$ cat src/hw/rtl/sc1a_pkg.sv
package sc1a_pkg;

	// scan code set 1 constants
	localparam logic [7:0] PREFIX_BYTE = 8'hE0;
	localparam logic [6:0] KEY_CTRL    = 7'h1D;
	localparam logic [6:0] KEY_LSHIFT  = 7'h2A;
	localparam logic [6:0] KEY_RSHIFT  = 7'h36;
	localparam logic [6:0] KEY_ALT     = 7'h38;
	localparam logic [6:0] KEY_CAPS    = 7'h3A;
	localparam logic [7:0] KEY_LAST    = 8'h3A;

	// ascii codes touched by the ctrl rule
	localparam logic [6:0] CHAR_A = 7'h61;
	localparam logic [6:0] CHAR_L = 7'h6C;
	localparam logic [6:0] CHAR_U = 7'h75;

	// one decoded transaction headed for the result register
	typedef struct packed {
		logic       emit;
		logic [6:0] char_code;
		logic       unknown_key;
		logic       ctrl;
		logic       shift;
		logic       alt;
		logic       caps;
	} sc1a_result_t;

	// keys whose column follows shift alone
	function automatic logic is_symbol_key(input logic [7:0] code);
		return (code < 8'h0E) || (code == 8'h29) || (code == 8'h1A) || (code == 8'h1B) ||
			(code == 8'h34) || (code == 8'h2B) || (code == 8'h27) || (code == 8'h28) ||
			(code == 8'h33) || (code == 8'h35);
	endfunction

	// keymap rom: {unshifted, shifted}
	function automatic logic [13:0] keymap_row(input logic [5:0] idx);
		logic [13:0] row;
		unique case (idx)
			6'd1:  row = {7'h1B, 7'h1B};
			6'd2:  row = {7'h31, 7'h21};
			6'd3:  row = {7'h32, 7'h40};
			6'd4:  row = {7'h33, 7'h23};
			6'd5:  row = {7'h34, 7'h24};
			6'd6:  row = {7'h35, 7'h25};
			6'd7:  row = {7'h36, 7'h5E};
			6'd8:  row = {7'h37, 7'h26};
			6'd9:  row = {7'h38, 7'h2A};
			6'd10: row = {7'h39, 7'h28};
			6'd11: row = {7'h30, 7'h29};
			6'd12: row = {7'h2D, 7'h5F};
			6'd13: row = {7'h3D, 7'h2B};
			6'd14: row = {7'h08, 7'h08};
			6'd15: row = {7'h09, 7'h09};
			6'd16: row = {7'h71, 7'h51};
			6'd17: row = {7'h77, 7'h57};
			6'd18: row = {7'h65, 7'h45};
			6'd19: row = {7'h72, 7'h52};
			6'd20: row = {7'h74, 7'h54};
			6'd21: row = {7'h79, 7'h59};
			6'd22: row = {7'h75, 7'h55};
			6'd23: row = {7'h69, 7'h49};
			6'd24: row = {7'h6F, 7'h4F};
			6'd25: row = {7'h70, 7'h50};
			6'd26: row = {7'h5B, 7'h7B};
			6'd27: row = {7'h5D, 7'h7D};
			6'd28: row = {7'h0D, 7'h0D};
			6'd30: row = {7'h61, 7'h41};
			6'd31: row = {7'h73, 7'h53};
			6'd32: row = {7'h64, 7'h44};
			6'd33: row = {7'h66, 7'h46};
			6'd34: row = {7'h67, 7'h47};
			6'd35: row = {7'h68, 7'h48};
			6'd36: row = {7'h6A, 7'h4A};
			6'd37: row = {7'h6B, 7'h4B};
			6'd38: row = {7'h6C, 7'h4C};
			6'd39: row = {7'h3B, 7'h3A};
			6'd40: row = {7'h27, 7'h22};
			6'd41: row = {7'h60, 7'h7E};
			6'd43: row = {7'h5C, 7'h7C};
			6'd44: row = {7'h7A, 7'h5A};
			6'd45: row = {7'h78, 7'h58};
			6'd46: row = {7'h63, 7'h43};
			6'd47: row = {7'h76, 7'h56};
			6'd48: row = {7'h62, 7'h42};
			6'd49: row = {7'h6E, 7'h4E};
			6'd50: row = {7'h6D, 7'h4D};
			6'd51: row = {7'h2C, 7'h3C};
			6'd52: row = {7'h2E, 7'h3E};
			6'd53: row = {7'h2F, 7'h3F};
			6'd55: row = {7'h2A, 7'h2A};
			6'd57: row = {7'h20, 7'h20};
			default: row = 14'd0;
		endcase
		return row;
	endfunction

endpackage

$ cat src/hw/rtl/sc1a_decode.sv
module sc1a_decode (
	input  logic                  clk,
	input  logic                  arst_n,
	input  logic [7:0]            scan_byte,
	input  logic                  step,
	output sc1a_pkg::sc1a_result_t result
);

	logic prefix_q, ctrl_q, shift_q, alt_q, caps_q;
	logic prefix_d, ctrl_d, shift_d, alt_d, caps_d;

	logic [6:0]  key7;
	logic        handled;
	logic        col;
	logic [13:0] row;
	logic [6:0]  ch;

	assign key7 = scan_byte[6:0];

	// lookup path for make codes
	always_comb begin
		if (sc1a_pkg::is_symbol_key(scan_byte)) begin
			col = shift_q;
		end else begin
			col = shift_q ^ caps_q;
		end
		row = sc1a_pkg::keymap_row(scan_byte[5:0]);
		ch  = col ? row[6:0] : row[13:7];
		if (ctrl_q && (ch == sc1a_pkg::CHAR_L || ch == sc1a_pkg::CHAR_U)) begin
			ch = ch - sc1a_pkg::CHAR_A;
		end
		if (prefix_q) begin
			handled = (key7 == sc1a_pkg::KEY_CTRL) || (key7 == sc1a_pkg::KEY_ALT);
		end else begin
			handled = (scan_byte != 8'd0) && (scan_byte <= sc1a_pkg::KEY_LAST);
		end
	end

	// next state and result for this transaction
	always_comb begin
		prefix_d = 1'b0;
		ctrl_d   = ctrl_q;
		shift_d  = shift_q;
		alt_d    = alt_q;
		caps_d   = caps_q;
		result.emit        = 1'b0;
		result.char_code   = 7'd0;
		result.unknown_key = 1'b0;
		if (scan_byte == sc1a_pkg::PREFIX_BYTE) begin
			prefix_d = 1'b1;
		end else if (scan_byte[7]) begin
			// break code releases a held modifier
			if (key7 == sc1a_pkg::KEY_CTRL) begin
				ctrl_d = 1'b0;
			end else if (!prefix_q &&
				(key7 == sc1a_pkg::KEY_LSHIFT || key7 == sc1a_pkg::KEY_RSHIFT)) begin
				shift_d = 1'b0;
			end else if (key7 == sc1a_pkg::KEY_ALT) begin
				alt_d = 1'b0;
			end
		end else if (handled) begin
			if (ch != 7'd0) begin
				result.emit      = 1'b1;
				result.char_code = ch;
			end else if (key7 == sc1a_pkg::KEY_CTRL) begin
				ctrl_d = 1'b1;
			end else if (!prefix_q &&
				(key7 == sc1a_pkg::KEY_LSHIFT || key7 == sc1a_pkg::KEY_RSHIFT)) begin
				shift_d = 1'b1;
			end else if (key7 == sc1a_pkg::KEY_ALT) begin
				alt_d = 1'b1;
			end else if (!prefix_q && key7 == sc1a_pkg::KEY_CAPS) begin
				caps_d = ~caps_q;
			end
		end else begin
			result.emit        = 1'b1;
			result.unknown_key = 1'b1;
		end
		// flags shown with a result are the ones after the step
		result.ctrl  = ctrl_d;
		result.shift = shift_d;
		result.alt   = alt_d;
		result.caps  = caps_d;
	end

	// modifier and prefix state
	always_ff @(posedge clk or negedge arst_n) begin
		if (!arst_n) begin
			prefix_q <= 1'b0;
			ctrl_q   <= 1'b0;
			shift_q  <= 1'b0;
			alt_q    <= 1'b0;
			caps_q   <= 1'b0;
		end else if (step) begin
			prefix_q <= prefix_d;
			ctrl_q   <= ctrl_d;
			shift_q  <= shift_d;
			alt_q    <= alt_d;
			caps_q   <= caps_d;
		end
	end

endmodule

$ cat src/hw/rtl/scancode_set1_to_ascii.sv
// scan code set 1 to ascii decoder
// a byte is held in the input register, decoded, and its result is then held in the result register
// throughput: one byte per cycle while the result register has room; the input register feeds the result register
// bytes that make no result (prefix, break, modifier make) leave the pipe without waiting for the result register
// reset: arst_n clears the prefix, ctrl, shift, alt and caps flags and both valid bits
module scancode_set1_to_ascii (
	input  logic       clk,
	input  logic       arst_n,
	input  logic       in_valid,
	output logic       in_ready,
	input  logic [7:0] scan_byte,
	output logic       out_valid,
	input  logic       out_ready,
	output logic [6:0] char_code,
	output logic       unknown_key,
	output logic       ctrl_active,
	output logic       shift_active,
	output logic       alt_active,
	output logic       caps_active
);

	logic       valid_s1;
	logic [7:0] scan_byte_s1;
	logic       step;
	logic       out_free;
	sc1a_pkg::sc1a_result_t dec;

	logic       out_valid_q;
	logic [6:0] char_code_q;
	logic       unknown_key_q;
	logic       ctrl_q, shift_q, alt_q, caps_q;

	sc1a_decode u_decode (
		.clk       (clk),
		.arst_n    (arst_n),
		.scan_byte (scan_byte_s1),
		.step      (step),
		.result    (dec)
	);

	// stage 1 advances when its result has room or it makes none
	assign out_free = !out_valid_q || out_ready;
	assign step     = valid_s1 && (!dec.emit || out_free);
	assign in_ready = !valid_s1 || step;

	// input register
	always_ff @(posedge clk or negedge arst_n) begin
		if (!arst_n) begin
			valid_s1 <= 1'b0;
		end else if (in_ready) begin
			valid_s1 <= in_valid;
		end
	end

	always_ff @(posedge clk) begin
		if (in_ready && in_valid) begin
			scan_byte_s1 <= scan_byte;
		end
	end

	// result register valid
	always_ff @(posedge clk or negedge arst_n) begin
		if (!arst_n) begin
			out_valid_q <= 1'b0;
		end else if (out_free) begin
			out_valid_q <= step && dec.emit;
		end
	end

	// result register payload
	always_ff @(posedge clk) begin
		if (step && dec.emit) begin
			char_code_q   <= dec.char_code;
			unknown_key_q <= dec.unknown_key;
			ctrl_q        <= dec.ctrl;
			shift_q       <= dec.shift;
			alt_q         <= dec.alt;
			caps_q        <= dec.caps;
		end
	end

	assign out_valid    = out_valid_q;
	assign char_code    = char_code_q;
	assign unknown_key  = unknown_key_q;
	assign ctrl_active  = ctrl_q;
	assign shift_active = shift_q;
	assign alt_active   = alt_q;
	assign caps_active  = caps_q;

endmodule
$ cat config.mk
export PLATFORM = sky130hd
export DESIGN_NAME = scancode_set1_to_ascii
export DESIGN_NICKNAME = d
export VERILOG_FILES = /design/src/hw/rtl/sc1a_pkg.sv /design/src/hw/rtl/sc1a_decode.sv /design/src/hw/rtl/scancode_set1_to_ascii.sv
export SDC_FILE = /design/constraint.sdc
export NUM_CORES = 1
export LEC_CHECK = 0
export BUFFER_PORTS_ARGS = -buffer_cell sky130_fd_sc_hd__buf_2
export CAP_MARGIN = 20
export CORE_MARGIN = 1
export CORE_UTILIZATION = 65
export CTS_BUF_LIST = sky130_fd_sc_hd__clkbuf_4
export CTS_CLUSTER_DIAMETER = 40
export DETAILED_ROUTE_END_ITERATION = 12
export PLACE_DENSITY = 0.93
export RECOVER_POWER = 100
export SYNTH_ARGS = -nofsm -noshare
export SYNTH_HDL_FRONTEND = slang
export SYNTH_HIERARCHICAL = 1
export SYNTH_SLANG_ARGS = --single-unit
$ cat constraint.sdc
create_clock -name clk -period 14.49 [get_ports clk]
set_input_delay 0.7245 -clock clk [delete_from_list [all_inputs] [get_ports clk]]
set_output_delay 0.7245 -clock clk [all_outputs]
set_load 0.005 [all_outputs]
==> impl_metrics.toml <==
[run_status]
outcome = "complete, no violations"

[power_and_ir_drop]
power_density_mw_per_mm2 = 66.1
ir_worst_vdd_mv = 0.0653
total_leakage_power_nw = 1.07

[detailed_routing]
drt_iter0_drc = 407
routed_wl_um = 7280
vias_per_cell = 6.95
drc = 0
first_pass_iters = 5
vias = 2703
wire_per_inst_um = 18.7
ant_nets = 0

[synth]
yosysWarnings = 6
syn-num-nets = 362
synth-edff-count = 20
netlist_area_mm2 = 0.00284
yosys.area_share.simple_pct = 25.6
synth_cells = 334
synth_cell_type_count = 72
synth_mux_area_share_pct = 6.69
syn_avg_cell_area_um2 = 8.51
synth_xor_area_share_pct = 1.54
synth_compound_area_share_pct = 25.4
dominantRegCellSynth = "edfxtp_1"
ys_seq_area_share_pct = 27.3
synthArstFlopShare_pct = 25.9
synth_adder_area_share_pct = 7.04
synth_top_family_by_area = "simple AND/OR/NAND/NOR gates"
synth_seq_cells = 27

[cts]
post_cts_buffers = 0
cts_resized = 0
cts_root_buf = "clkbuf_4"
cts_num_sinks = 27
clockBufferDepth = 2
ctsHoldBuffers = 0
worstSkewPairLatency_ns = 0.33
clk_pin_slew_ns = 0.15
cts_buffers = 3
htree_levels = 1
cts_tree = "built"

[timing]
finalMaxSlewViolations = 0
worst_pin_slew_ns = 0.965
finalHoldViolCount = 0
fin_crit_sh_pct = 47.4
setup-tns-final_ns = 0
rsz0062_at_grt = "no"
final.min_clock_period_ns = 6.87
skew_ns = 0.00408
fmax_mhz = 145
relSlewSlack_pct = 35.5
setup_viol = 0

[setup_path]
worstPathArrival_ns = 6.15
critPathKind = "register to output port"
worstPathMaxFanout = 22
required_ns = 13.77
critPathLaunchType = "register"
critPathCaptureType = "output port"

[run]
maxCapViolations = 0

[grt]
grt_pass1_vias = 2433
grt_pass1_wl_um = 11400
grt_overflow = 0
grt_max_degree = 61
grt_usage_pct = 33.3
antenna_found_initial = 0

[floorplanning]
initial_core_util_pct = 69.6
fp.dieW_um = 68.1
core.rowCount = 23
io_pins = 26
die_area_mm2 = 0.00464
die_h_um = 68.1
core_mm2 = 0.00409

[final_layout]
nNetsFinal = 368
area_growth_pct = 2.02
antenna_cells = 0
largest_register = "scan_byte_s1"
layout_commonest_cell = "nor2_1"
layout.cells.most_common_list = "nor2_1 (26), nand2_1 (24), a21oi_1 (22)"
drive_gt1_share_pct = 11.2
layout.cells.non_filler = 389
largest_reg_flops = 8

[placement]
hpwl_um = 5180
placedCellCount = 385
gp_congestion = 0.997
io_buffers = 25

[min_path]
min_path_type = "input port to asynchronous set/reset pin"
-- layer usage --
| layer | wire length, µm | global-route usage (%) | up-vias |
|---|---|---|---|
| met5 | 0 | 0 | - |
| met1 | 2970 | 43.0 | 1266 |
| met4 | 208 | 12.8 | 0 |
| met2 | 3430 | 55.3 | 161 |
| met3 | 672 | 5.17 | 22 |
| li1 | - | - | 1254 |
-- worst paths after layout --
check	from	endpoint	slack, ns	cells past startpoint
worst max-delay path	scan_byte_s1[1]$_DFFE_PP_	in_ready	7.62	16
worst min-delay path	arst_n	u_decode/prefix_q$_DFFE_PN0P_	0.25	1
worst max register to register	scan_byte_s1[1]$_DFFE_PP_	char_code[5]$_DFFE_PP_	7.73	16
worst min register to register	u_decode/caps_q$_DFFE_PN0P_	u_decode/caps_q$_DFFE_PN0P_	0.61	1
max in group asynchronous	arst_n	u_decode/shift_q$_DFFE_PN0P_	13.97	1
min in group clk	scan_byte[6]	scan_byte_s1[6]$_DFFE_PP_	0.55	1
-- where the power goes --
| group | switching, mW | internal (mW) |
|---|---|---|
| Combinational | 0.0391 | 0.0243 |
| Clock | 0.0238 | 0.0113 |
| Sequential | 0.00570 | 0.0876 |
-- cell families after synthesis --
kind of cell / count (synthesis)
compound gates: 102
simple gates: 128
buf+inv: 39
xor+xnor: 5
flops: 27
mux: 17
fa+ha+maj: 16
-- synth_stat cells, types with 2 or more instances --
master / count / area share (%)
inv_2: 2 / 0.26
mux2i_1: 10 / 3.5
a21oi_1: 22 / 3.9
ha_1: 16 / 7.0
or2_2: 3 / 0.66
nand4_1: 3 / 0.66
o21a_1: 4 / 1.1
and3b_1: 2 / 0.62
o22ai_1: 2 / 0.44
a2111oi_0: 3 / 0.92
a311oi_1: 2 / 0.62
nor2_1: 26 / 3.4
o211ai_1: 5 / 1.3
buf_2: 10 / 1.8
or3_1: 4 / 0.88
a21boi_0: 2 / 0.53
nand2b_1: 16 / 3.5
mux2_2: 6 / 2.4
a22o_1: 2 / 0.62
nand3b_1: 3 / 0.79
inv_1: 11 / 1.5
clkbuf_1: 8 / 1.1
buf_4: 7 / 1.8
o21ai_1: 2 / 0.35
nor3b_1: 2 / 0.53
o31ai_1: 6 / 1.6
a211oi_1: 6 / 1.6
nor3_1: 7 / 1.2
nor2b_1: 9 / 2.0
and2_1: 3 / 0.66
edfxtp_1: 20 / 21
nand2_1: 24 / 3.2
dfrtp_1: 7 / 6.2
o221ai_1: 2 / 0.62
a221oi_1: 3 / 0.92
xnor2_1: 5 / 1.5
a41oi_1: 3 / 0.92
a22oi_1: 2 / 0.53
and3_1: 5 / 1.1
nand3_1: 8 / 1.4
o21ai_0: 20 / 3.5
-- layout make-up --
| class | instances | area [µm²] |
|---|---|---|
| flip-flops and latches | 27 | 776 |
| fillers | 330 | 1190 |
| clock buffers | 3 | 22.5 |
| multi-input cells | 268 | 1860 |
| well taps | 50 | 62.6 |
| clock inverters | 1 | 8.76 |
| inverters | 13 | 48.8 |
| repair buffers | 27 | 125 |
-- metrics by stage --
step	cell area, µm²	worst slack [ns]	hold WS, ns	util (%)	power, mW
after detailed placement	2910	8.40	0.568	71.2	0.157
after CTS	2940	8.29	0.185	72.0	0.191
final	2900	7.62	0.252	71.0	0.192
after global routing	2900	7.18	0.264	71.0	0.202
after global placement	2910	8.75	0.547	71.2	0.155
after floorplan	2840	9.31	0.429	-	0.141
-- critical path, stage by stage (launching register included) --
cell      delay, ns
edfxtp_1       0.85
inv_1          0.33
ha_1           0.41
o311ai_0       0.53
a31oi_1        0.15
o211ai_1       0.72
mux2i_1        0.58
inv_1          0.12
ha_1           0.21
a21boi_0       0.12
mux2_2         0.28
a22oi_1        0.30
nor4b_1        0.11
o211ai_1       0.47
nor2b_1        0.36
nand4b_4       0.14
buf_2          0.15
(Power assumes the default switching activity.)
